### src/rtl/mme_pkg.sv
// Package for the matrix multiply engine: sizes, commands, register indexes.
// No dependencies.
`default_nettype none
package mme_pkg;
  localparam int MAX_DIM = 8;
  localparam int DATA_WIDTH = 16;
  localparam int IDX_W = $clog2(MAX_DIM);
  localparam int DEPTH = MAX_DIM * MAX_DIM;
  localparam int ADDR_W = $clog2(DEPTH);
  localparam int PROD_W = 2 * DATA_WIDTH;
  localparam int ACC_W = PROD_W + IDX_W + 1;
  localparam int SIZE_W = 4;

  localparam logic [1:0] CMD_LEFT = 2'd0;
  localparam logic [1:0] CMD_RIGHT = 2'd1;
  localparam logic [1:0] CMD_COMPUTE = 2'd2;
  localparam logic [1:0] CMD_UNUSED = 2'd3;

  localparam logic [1:0] REG_ROWS = 2'd0;
  localparam logic [1:0] REG_INNER = 2'd1;
  localparam logic [1:0] REG_COLS = 2'd2;
  localparam logic [1:0] REG_UNUSED = 2'd3;

  // Token passed down the cell chain.
  typedef struct packed {
    logic vld;
    logic [IDX_W-1:0] row;
    logic [IDX_W-1:0] col;
    logic [IDX_W:0] k;
    logic [IDX_W:0] nk;
    logic last;
    logic [ACC_W-1:0] acc;
  } tok_t;

  // Clamp a size register to 1..MAX_DIM.
  function automatic logic [IDX_W:0] eff_size(input logic [SIZE_W-1:0] r);
    logic [IDX_W:0] s;
    if (r == '0) s = (IDX_W+1)'(1);
    else if (32'(r) > MAX_DIM) s = (IDX_W+1)'(MAX_DIM);
    else s = (IDX_W+1)'(r);
    return s;
  endfunction
endpackage
`default_nettype wire

### src/rtl/mme_cell.sv
// One multiply-accumulate cell: holds one left column and one right row,
// and adds its left*right term to the passing token. Depends on mme_pkg.
`default_nettype none
module mme_cell (
  input  wire logic clk,
  input  wire logic rst,
  input  wire logic en,
  input  wire logic left_we,
  input  wire logic right_we,
  input  wire logic [mme_pkg::IDX_W-1:0] left_addr,
  input  wire logic [mme_pkg::IDX_W-1:0] right_addr,
  input  wire logic [mme_pkg::DATA_WIDTH-1:0] wr_data,
  input  wire mme_pkg::tok_t tok_in,
  output mme_pkg::tok_t tok_out
);
  logic [mme_pkg::DATA_WIDTH-1:0] left_col [mme_pkg::MAX_DIM];
  logic [mme_pkg::DATA_WIDTH-1:0] right_row [mme_pkg::MAX_DIM];
  mme_pkg::tok_t tok;
  logic signed [mme_pkg::DATA_WIDTH-1:0] a, b;
  logic signed [mme_pkg::PROD_W-1:0] prod;

  always_ff @(posedge clk) begin
    if (left_we) left_col[left_addr] <= wr_data;
    if (right_we) right_row[right_addr] <= wr_data;
  end

  // capture the token with its operands; hold while the chain is stalled
  always_ff @(posedge clk) begin
    if (rst) tok.vld <= 1'b0;
    else if (en) begin
      tok <= tok_in;
      a <= left_col[tok_in.row];
      b <= right_row[tok_in.col];
    end
  end

  assign prod = a * b;

  always_comb begin
    tok_out = tok;
    // add only the terms inside the inner size
    if (tok.k < tok.nk)
      tok_out.acc = tok.acc + mme_pkg::ACC_W'(prod);
    tok_out.k = tok.k + 1'b1;
  end
endmodule
`default_nettype wire

### config.mk
export PLATFORM = sky130hd
export DESIGN_NAME = mme_cell
export DESIGN_NICKNAME = d
export VERILOG_FILES = /design/src/rtl/mme_pkg.sv /design/src/rtl/mme_cell.sv
export SDC_FILE = /design/constraint.sdc
export NUM_CORES = 1
export LEC_CHECK = 0
export BUFFER_PORTS_ARGS = -buffer_cell sky130_fd_sc_hd__buf_2
export CORE_MARGIN = 8
export CORE_UTILIZATION = 60
export CTS_CLUSTER_DIAMETER = 200
export CTS_CLUSTER_SIZE = 25
export DETAILED_ROUTE_END_ITERATION = 6
export GPL_TIMING_DRIVEN = 0
export PLACE_DENSITY = 0.83
export SYNTH_ARGS = -nofsm -noshare
export SYNTH_HDL_FRONTEND = slang
export SYNTH_SLANG_ARGS = --single-unit
### constraint.sdc
create_clock -name clk -period 25.3 [get_ports clk]
set_input_delay 2.53 -clock clk [delete_from_list [all_inputs] [get_ports clk]]
set_output_delay 2.53 -clock clk [all_outputs]
set_load 0.01 [all_outputs]
==> run metrics <==
DRC errors left=0; routability cong.=between 0.9 and 1; Synth Cell Area=24300 sq um; number of synthesized register bits=340; CP most frequent cell=fa_1; # port buffers=between 100 and 150; Post-synth EDFFs=339; Slowest cell on crit path=edfxtp_1; Vias=around 16000; RSZ-0062 raised after global routing=false; final setup violation count=0; crit path DAT=9.66 ns; Final Max Tran Viols=0; antenna violations before repair=2; first-pass GRT wire length=91.0 mm; # clock sinks=340; initial DRC count=1419; Tmin final=12.19 ns; Setup CP Type=flop to output pin; Die Wd=217 um; Starting Density=between 60% and 70%; critical path required time=22.77 ns; post-CTS setup buffers=0; Syn Nets=around 2400; vias in the first global route=16466; Most used DFF post-synth=edfxtp_1; Core Region=about 40000 sq um; CTS tree=yes; DP HPWL=44.5 mm; worst rel slew slack=27.2%; status=finished clean; area grow syn2layout=8.54%; asr flop ratio synth=0%; Die H=217 um; grt ovf=0; slack of the worst reg-to-reg path=23.77 ns; I/O pins=131; # resized after CTS=0; register area share after synthesis=42.0%; Tcrit/Tclk final=48.2%; Startpoint Class=flop; Yosys warning count=0; CP max FO=10; Hold/Removal Path Class=flop to flop; Final Hold Vio Count=0; total track usage=about a quarter; via-per-instance ratio=6.00; # hold bufs at CTS=0; Pre-antenna DRT Iters=7; CTS H-tree lvls=1; die area=47200 sq um; Worst setup EP type=output pin; final WL=around 59 mm; Reg clk slew, reported paths=approximately 0.090 ns; maximum buffer depth of the clock tree=3; fmax=82.1 MHz; CTS root buffer=clkbuf_16; TritonCTS Buffers=17; DP Area=about 26000 sq um; layout cell share with drive strength beyond 1=14.9%; antenna-violating nets left=0; Layout Skew=between 0.02 and 0.03 ns; Syn Inst Count=1917; setup TNS=0 ns; max-cap viol count=0; final net count=2546; Mean Syn Cell Area=~13 sq um; final instance area=26400 sq um; Synth cell types=58; WL per Instance=22.7 um; largest net degree at the start of global routing=39; CP max stage delay=0.63 ns; worst-skew pair later-pin latency=roughly 0.54 ns; row count=73; Least-Margin Pin Slew=1.09 ns
[synth_stat cells, types with 18 or more instances]
cell type,instances,area share [%]
edfxtp_1,339,42
mux4_2,64,5.9
mux2_2,33,1.5
ha_1,121,6.2
o21ai_0,68,1.4
clkbuf_1,47,0.73
nand2_1,192,3.0
xor2_1,18,0.65
nor2_1,53,0.82
nand2b_1,21,0.54
xnor2_1,42,1.5
a21o_1,23,0.71
a21oi_1,53,1.1
and2_1,124,3.2
fa_1,263,22
inv_1,310,4.8
[area by class of cell]
cell class | instances | area (sq um)
fill | 2807 | 13400
multi-input combinational | 1197 | 12700
sequential | 340 | 10200
inverter | 310 | 1160
timing repair buffer | 147 | 905
tap | 525 | 657
clock buffer | 18 | 429
buffer | 70 | 309
clock inverter | 2 | 20.0
antenna | 3 | 7.51
[through the flow]
| step | hold slack (ns) | utilization [%] | std cells | setup WS, ns |
|---|---|---|---|---|
| final | 0.519 | 66.2 | 2612 | 13.11 |
| after global routing | 0.585 | 66.2 | 2609 | 12.64 |
| after CTS | 0.527 | 66.2 | 2609 | 13.24 |
| after detailed placement | 0.505 | 65.1 | 2589 | 13.89 |
| after global placement | 0.478 | 64.3 | 2572 | 14.04 |
| after floorplan | 0.462 | - | 1917 | 15.10 |
[routing by layer]
| layer | up-vias | part of all wire [%] | GRT usage (%) |
|---|---|---|---|
| met5 | - | 0 | 0 |
| met4 | 0 | 3.7 | 8.90 |
| met3 | 156 | 7.5 | 3.41 |
| met2 | 736 | 52 | 44.6 |
| met1 | 8043 | 37 | 31.0 |
| li1 | 6749 | - | - |
[placed cells by master, fill, tap and decap left out, drive strengths merged, types with 33 or more instances in the layout]
cell	count
mux2	33
inv	312
fa	263
mux4	64
nor2	54
a21oi	55
o21ai	72
buf	169
nand2	192
ha	121
and2	125
edfxtp	339
clkbuf	66
xnor2	42
[critical path, delay by kind of cell (launching register included)]
kind / cells / cell delay (ns)
AOI/OAI and AO/OA: 8 / 1.68
adders and majority gates: 8 / 3.59
muxes: 1 / 0.32
DFF: 1 / 0.63
buffers and inverters: 5 / 1.36
and+or+nand+nor: 6 / 1.40
xor gates and xnor gates: 1 / 0.12
[path summary, 6_finish.rpt]
check	from	end	cells past startpoint
setup / recovery	b[2]$_DFFE_PP_	tok_out[35]	29
hold / removal	tok_out[51]$_SDFFE_PP0P_	tok_out[51]$_SDFFE_PP0P_	2
setup reg to reg	left_col[0][3]$_DFFE_PP_	a[3]$_DFFE_PP_	2
hold reg to reg	tok_out[51]$_SDFFE_PP0P_	tok_out[51]$_SDFFE_PP0P_	2
[sequential cells by signal, summed over array words and instances (netlist names)]
name and count:
tok 40, tok_out 12, a 16, right_row 128
b 16, left_col 128
[cells by family (layout without fill, tap and decap cells)]
group | Yosys count | in the layout | synth area share, %
adder cells (fa/ha/maj) | 384 | 384 | 27.9
flip-flops | 340 | 340 | 42.0
AND/OR/NAND/NOR | 439 | 439 | 8.71
AO/OA/AOI/OAI | 214 | 214 | 5.63
XOR/XNOR | 60 | 60 | 2.16
multiplexers | 100 | 100 | 7.58
other | 0 | 3 | 0
buffers and inverters | 380 | 547 | 6.06
Power is left out: the tool's default activity adds up to more than one toggle a clock period on the data nets, which glitch-free logic cannot reach.
